==> config.mk <==
export PLATFORM = sky130hd
export DESIGN_NAME = snu_sqrt
export DESIGN_NICKNAME = d
export VERILOG_FILES = /design/src/snu_pkg.sv /design/src/snu_sqrt.sv
export SDC_FILE = /design/constraint.sdc
export NUM_CORES = 2
export LEC_CHECK = 0
export ABC_CLOCK_PERIOD_IN_PS = 7900
export BUFFER_PORTS_ARGS = -buffer_cell sky130_fd_sc_hd__buf_4
export CAP_MARGIN = 10
export CORE_UTILIZATION = 30
export DETAILED_ROUTE_END_ITERATION = 10
export SLEW_MARGIN = 20
export SYNTH_ARGS = -nofsm -noshare
export SYNTH_HDL_FRONTEND = slang
export SYNTH_SLANG_ARGS = --single-unit
==> constraint.sdc <==
create_clock -name clk -period 7.9 [get_ports clk]
set_input_delay 1.58 -clock clk [delete_from_list [all_inputs] [get_ports clk]]
set_output_delay 1.58 -clock clk [all_outputs]
set_load 0.01 [all_outputs]
==> src/snu_pkg.sv <==
// Shared constants, types and the CORDIC angle table for the sphere normal to UV block.
// Used by every module of the block; depends on nothing.
`default_nettype none
package snu_pkg;

  localparam int CORDIC_STAGES = 16;
  localparam int ANG_TABLE_LEN = 24;
  localparam int CORDIC_N = (CORDIC_STAGES < ANG_TABLE_LEN) ? CORDIC_STAGES : ANG_TABLE_LEN;

  // Datapath width of the CORDIC vector and of the angle accumulator.
  localparam int DW = 35;
  localparam int AW = 34;

  // Square root of a 61-bit radicand, one result bit per stage.
  localparam int SQ_ITER = 31;
  localparam int SQ_NW   = 61;
  localparam int SQ_RW   = 62;
  localparam int SQ_OW   = 31;

  // Input register, radicand register, root, CORDIC with its two end stages, output register.
  localparam int PIPE_LAT = 5 + SQ_ITER + CORDIC_N;

  typedef logic signed [DW-1:0] cvec_t;
  typedef logic signed [AW-1:0] ang_t;

  localparam ang_t ANG_HALF    = 34'sh0_8000_0000;
  localparam ang_t ANG_QUARTER = 34'sh0_4000_0000;

  // atan(2^-i) in units of 2^-32 turn.
  localparam logic [31:0] ANG_STEP [ANG_TABLE_LEN] = '{
    32'h20000000, 32'h12E4051E, 32'h09FB385B, 32'h051111D4, 32'h028B0D43, 32'h0145D7E1,
    32'h00A2F61E, 32'h00517C55, 32'h0028BE53, 32'h00145F2F, 32'h000A2F98, 32'h000517CC,
    32'h00028BE6, 32'h000145F3, 32'h0000A2F9, 32'h0000517C, 32'h000028BE, 32'h0000145F,
    32'h00000A2F, 32'h00000517, 32'h0000028B, 32'h00000145, 32'h000000A2, 32'h00000051
  };

endpackage
`default_nettype wire

==> src/snu_sqrt.sv <==
// Pipelined integer square root, one result bit per register stage.
// Depends on snu_pkg.
`default_nettype none
module snu_sqrt import snu_pkg::*; (
  input  logic             clk,
  input  logic             rst,
  input  logic             in_valid,
  input  logic [SQ_NW-1:0] radicand,
  output logic             out_valid,
  output logic [SQ_OW-1:0] root
);

  logic             vld [SQ_ITER+1];
  logic [SQ_NW-1:0] rem [SQ_ITER+1];
  logic [SQ_RW-1:0] acc [SQ_ITER+1];

  assign vld[0] = in_valid;
  assign rem[0] = radicand;
  assign acc[0] = '0;

  for (genvar j = 0; j < SQ_ITER; j++) begin : g_stage
    localparam int K = SQ_ITER - 1 - j;
    localparam logic [SQ_RW-1:0] BIT = SQ_RW'(1) << (2 * K);
    logic [SQ_RW-1:0] trial;
    logic             fits;

    assign trial = acc[j] + BIT;
    assign fits  = {1'b0, rem[j]} >= trial;

    always_ff @(posedge clk) begin
      if (rst) begin
        vld[j+1] <= 1'b0;
      end else begin
        vld[j+1] <= vld[j];
      end
      if (fits) begin
        rem[j+1] <= rem[j] - trial[SQ_NW-1:0];
        acc[j+1] <= (acc[j] >> 1) + BIT;
      end else begin
        rem[j+1] <= rem[j];
        acc[j+1] <= acc[j] >> 1;
      end
    end
  end

  assign out_valid = vld[SQ_ITER];
  assign root      = acc[SQ_ITER][SQ_OW-1:0];

endmodule
`default_nettype wire

* Word-level counts from Yosys, hierarchy flattened *
Index checks and enable logic that the tools add are counted.

word-level totals
  memories = 0
  bits in latches = 0
  memory bits (writable) = 0
  memory bits (read-only) = 0
  output and inout bits = 32
  logic and storage cells = 303
  input port bits = 64
  register bits after elaboration = 3,751

cells by class
  reductions and logical operators = 0
  divide/modulo/power cells = 0
  eq/ne operators = 0
  mux-type cells = 61
  multiply operators = 0
  shifts and indexed selects = 0
  add/sub/neg operators = 90
  $lt $le $gt $ge = 31
  bitwise logic cells = 0

operators by type and width
  operator                  number
  $mux W61                  60
  $ge A61 B62 Y1            30
  $sub A61 B61 Y61          29
  $add A61 B11 Y62 const B  1
  $add A61 B13 Y62 const B  1
  $add A61 B15 Y62 const B  1
  $add A61 B17 Y62 const B  1
  $add A61 B19 Y62 const B  1
  $add A61 B21 Y62 const B  1
  $add A61 B23 Y62 const B  1
  $add A61 B25 Y62 const B  1
  $add A61 B27 Y62 const B  1
  $add A61 B29 Y62 const B  1
  $add A61 B3 Y62 const B   1
  $add A61 B31 Y62 const B  1
  $add A61 B33 Y62 const B  1
  $add A61 B35 Y62 const B  1
  $add A61 B37 Y62 const B  1
  $add A61 B39 Y62 const B  1
  $add A61 B41 Y62 const B  1
  $add A61 B43 Y62 const B  1
  $add A61 B45 Y62 const B  1
  $add A61 B47 Y62 const B  1
  $add A61 B49 Y62 const B  1
  42 further kinds          42

* Depth between registers and ports, before layout *
  depth after elaboration = 3
  depth in mapped cells = 14
  mapped depth without buffers = 12

* Worst setup path before layout *
No wires, ideal clock.

  path kind = flip-flop to flip-flop
  start = reg rem[412] in the netlist's numbering
  end = reg rem[348] in the netlist's numbering
  period minus slack after synthesis = 3,326 ps
  required time = 7,781 ps
  path slack = 4,574 ps
  path buffers = 3
  cell stages (with the launch flop) = 13
  arrival = 3,207 ps
  setup time = 119 ps
  cells stage by stage = dfxtp_1 > or4_4 > or3_1 > clkbuf_2 > or4_4 > or4_1 > nand4_1 > a31o_1 > buf_4 > buf_4 > nand3_1 > o31ai_1 > nand2_1

between the ends
  longest elaborated chain between the ends = 2

RTL lines
  element                            line            RTL
  from (decl)                        snu_sqrt.sv:14  logic [SQ_NW-1:0] rem [SQ_ITER+1];
  from (signal, indexed assignment)  snu_sqrt.sv:37  rem[j+1] <= rem[j] - trial[SQ_NW-1:0];
  from (signal, indexed assignment)  snu_sqrt.sv:40  rem[j+1] <= rem[j];
  $ge A61 B62 Y1                     snu_sqrt.sv:28  assign fits = {1'b0, rem[j]} >= trial;
  $mux W61                           snu_sqrt.sv:36  if (fits) begin

No other way between the ends.
A chain may end at the register's enable or synchronous reset.

* Worst setup path after layout *
  start = reg acc[451] in the netlist's numbering
  end = reg rem[419] in the netlist's numbering

between the ends
  longest elaborated chain between the ends = 3
  elaborated cells on any way between the ends = 4
  classes of those cells = add/sub (2); order compare (1); mux (1)

RTL lines
  element                                                    line                            RTL
  from (decl)                                                snu_sqrt.sv:15                  logic [SQ_RW-1:0] acc [SQ_ITER+1];
  from (signal, indexed assignment)                          snu_sqrt.sv:38                  acc[j+1] <= (acc[j] >> 1) + BIT;
  from (signal, indexed assignment)                          snu_sqrt.sv:41                  acc[j+1] <= acc[j] >> 1;
  $add A62 B13 Y62 *                                         snu_sqrt.sv:27                  assign trial = acc[j] + BIT;
  $sub A61 B61 Y61 / $ge A61 B62 Y1 (equally long branches)  snu_sqrt.sv:37, snu_sqrt.sv:28
  $mux W61 *                                                 snu_sqrt.sv:36

Mark *: on every way between the ends. The rest lies on a longest branch, timed or not.

==> results.sh <==
export IMPL_timing_critical_path_required_ns=8.65
export IMPL_numCtsBuffers=240
export IMPL_min_delay_path_class="reg2reg"
export IMPL_vdd_ir_drop_max_v=0.0002482
export IMPL_synth_simple_area_share_pct=15.51
export IMPL_syn_nets=9533
export IMPL_power_density_cell_area_nw_per_um2=379.5
export IMPL_clock_sinks=2357
export IMPL_crit_path_max_fanout=9
export IMPL_synth_fa_ha_area_share_pct=7.354
export IMPL_globalRoute_totalOverflow=0
export IMPL_die_width_um=547.5
export IMPL_crit_path_top_delay_cell="o311ai_0"
export IMPL_synth_area_um2=89260
export IMPL_highest_achievable_clock_rate_mhz=239.9
export IMPL_final_net_count=9677
export IMPL_antenna_violating_nets_post_route=0
export IMPL_worst_slew_pin_slew_ns=1.063
export IMPL_final_setup_violation_count=0
export IMPL_maxSlewHeadroom_pct=29.06
export IMPL_number_of_cells_after_detailed_placement=12770
export IMPL_ys_warn_count=0
export IMPL_synth_seq_cells=2357
export IMPL_final_period_minus_worst_setup_slack_ns=4.168
export IMPL_cp_buffers_inverters=1
export IMPL_synth_cells_most_frequent="dfxtp_1 (2,357), inv_1 (633), nor2_1 (597), a21oi_1 (580), nand2_1 (532)"
export IMPL_max_cap_violations=0
export IMPL_portBuffers=95
export IMPL_top_reg_cell_synth="dfxtp_1"
export IMPL_rows=199
export IMPL_layout_drive_gt1_share_pct=7.873
export IMPL_clk_pin_slew_ns=0.07
export IMPL_ios=96
export IMPL_rsz_0062_raised_after_global_routing="no"
export IMPL_post_synthesis_xor_xnor_area_fraction_pct=7.810
export IMPL_remaining_drc_errors=0
export IMPL_gp_congestion=0.9385
export IMPL_cts_path_max_buffers=4
export IMPL_wl_mm=223.8
export IMPL_worst_setup_path_end_kind="flop"
export IMPL_largest_net_degree_at_the_start_of_global_routing=59
export IMPL_post_cts_buffers=0
export IMPL_fp_dieH_um=547.5
export IMPL_post_cts_resize_count=0
export IMPL_finalHoldViolations=0
export IMPL_synth_top_cell_area_share_pct=52.86
export IMPL_finish_utilization_pct=34.91
export IMPL_n_fill_cell=29740
export IMPL_floorplan_die_area_um2=299700
export IMPL_synthArstFlopShare_pct=0
export IMPL_timing_critical_path_max_delay_family="compound AO/OA/AOI/OAI gates"
export IMPL_route_detailed_vias_per_inst=4.653
export IMPL_netlist_instances=8945
export IMPL_synth_compound_gate_area_share_pct=11.41
export IMPL_start_util_pct=30.28
export IMPL_synthDominantAreaCellType="dfxtp_1"
export IMPL_yosysUniqueCellTypes=90
export IMPL_mean_area_per_synthesized_cell_um2=9.979
export IMPL_synth_area_top_cells="dfxtp_1 (53%), ha_1 (7.3%), xnor2_1 (4.4%)"
export IMPL_detailedRoute_firstIterationViolations=3681
export IMPL_clock_tree_root_cell="clkbuf_16"
export IMPL_share_of_cell_area_taken_by_muxes_after_synthesis_pct=1.320
export IMPL_clkLatencyLatePin_ns=0.96
export IMPL_layout_cells_non_filler=13220
export IMPL_htreeDepth=4
export IMPL_synth_seq_area_share_pct=52.86
export IMPL_timing_clock_skew_ns=0.1379
export IMPL_post_cts_hold_buffer_count=0
export IMPL_post_synth_top_count_cell="dfxtp_1"
export IMPL_power_leakage_uw=0.04540
export IMPL_tritoncts="yes"
export IMPL_core_um2=294800
export IMPL_initial_antenna_violation_count=5
export IMPL_synth_enable_flop_cells=0
export IMPL_final_min_period_over_clock_period_pct=52.77
export IMPL_worstSetupStartpointType="flop"
export IMPL_detailroute_via_count=61500
export IMPL_slew_viol_final=0
export IMPL_run_status="finished clean"
export IMPL_tns_ns=0
export IMPL_setup_worst_path_class="reg2reg"
export IMPL_hold_slack_ns=0.2263
export IMPL_cp_cell_sequence="inv_1 > ha_1 > a21o_1 > o2bb2ai_1 > o311ai_0 > a211oi_1 > o31ai_1 > a311o_1 > or4b_2 > nor3b_1 > xor2_1"
export IMPL_dpl_hpwl_mm=176.3
export IMPL_wl_per_cell_um=16.93
export IMPL_grt_pass1_vias=61080
export IMPL_worst_endpoint_arrival_ns=4.92
export IMPL_max_stage_delay_ns=0.77
export IMPL_main_combinational_cell_family_by_area_after_synthesis="simple AND/OR/NAND/NOR gates"
export IMPL_area_growth_pct=15.30
export IMPL_dr_pass1_iters=5
export IMPL_p_total_uw=39060
export IMPL_first_pass_grt_wire_length_mm=347.8
export IMPL_gr_usage_all_layers_pct=14.56
[area by class of cell]
class / instances / area [um2] / area share [%]
well taps: 3919 / 4903 / 4.765
multi-input cells: 5738 / 38880 / 37.78
clock buffers: 325 / 6962 / 6.764
inverters: 634 / 2380 / 2.312
flip-flops and latches: 2357 / 47190 / 45.85
diodes: 1 / 2.502 / 0.002431
repair buffers: 118 / 883.3 / 0.8583
clock inverters: 126 / 1717 / 1.668
[worst paths after layout]
path	from	cells after the start	slack [ns]	end
worst max-delay path	acc[451]	11	3.73	rem[419]
worst min-delay path	acc[712]	0	0.23	acc[649]
worst max register to register	acc[451]	11	3.73	rem[419]
worst min register to register	acc[712]	0	0.23	acc[649]
[power by group]
group	internal, uW	switching [uW]	leakage, uW	total, uW
Sequential	14600	2560	0.0197	17100
Combinational	4340	5480	0.0215	9820
Clock	7230	4860	0.00418	12100
[cell usage in the layout (no fill, tap or decap), types with 94 or more instances in the layout]
| master | n |
|---|---|
| a21o_1 | 189 |
| a21oi_1 | 579 |
| buf_4 | 117 |
| clkbuf_16 | 245 |
| dfxtp_1 | 2357 |
| ha_1 | 523 |
| inv_1 | 633 |
| mux2_2 | 94 |
| nand2_1 | 532 |
| nand2b_1 | 98 |
| nand3_1 | 161 |
| nand4_1 | 141 |
| nor2_1 | 597 |
| nor2b_1 | 107 |
| nor3_1 | 246 |
| nor4_1 | 295 |
| o21ai_0 | 381 |
| or3_1 | 102 |
| xnor2_1 | 452 |
| xor2_1 | 344 |
[stage by stage]
stage | worst slack, ns | instance area [um2]
after floorplan | 4.574 | 89260
after global placement | 3.684 | 94190
after detailed placement | 3.734 | 94220
after CTS | 3.722 | 102900
after global routing | 3.453 | 102900
final | 3.732 | 102900
[flip-flops by register name (all words and copies together), names as in the netlist]
name	flops
out_valid	1
acc	465
rem	1830
root	31
vld	30
[cells by family (layout without fill, tap and decap cells)]
kind of cell / after synthesis / count (layout)
other: 1 / 2
adders and majority gates: 524 / 524
buffers and inverters: 850 / 1203
muxes: 106 / 106
xor gates and xnor gates: 796 / 796
DFF: 2357 / 2357
AOI/OAI and AO/OA: 1654 / 1654
and+or+nand+nor: 2657 / 2657
[worst reg2reg max path: stages (launching register included)]
cell and delay, ns:
dfxtp_1 0.33, inv_1 0.05, ha_1 0.33, a21o_1 0.22, o2bb2ai_1 0.16, o311ai_0 0.77, a211oi_1 0.24, o31ai_1 0.44
a311o_1 0.30, or4b_2 0.74, nor3b_1 0.29, xor2_1 0.18
[metal layers]
metal / track usage, % / vias to the layer above / share of wire, %
met5: 0 / - / 0.0058
met4: 5.455 / 2 / 3.6
met3: 2.007 / 394 / 3.6
met2: 26.30 / 1122 / 49
met1: 17.39 / 28540 / 44
li1: - / 31440 / -
No activity file was read; power rests on OpenSTA's default activity.
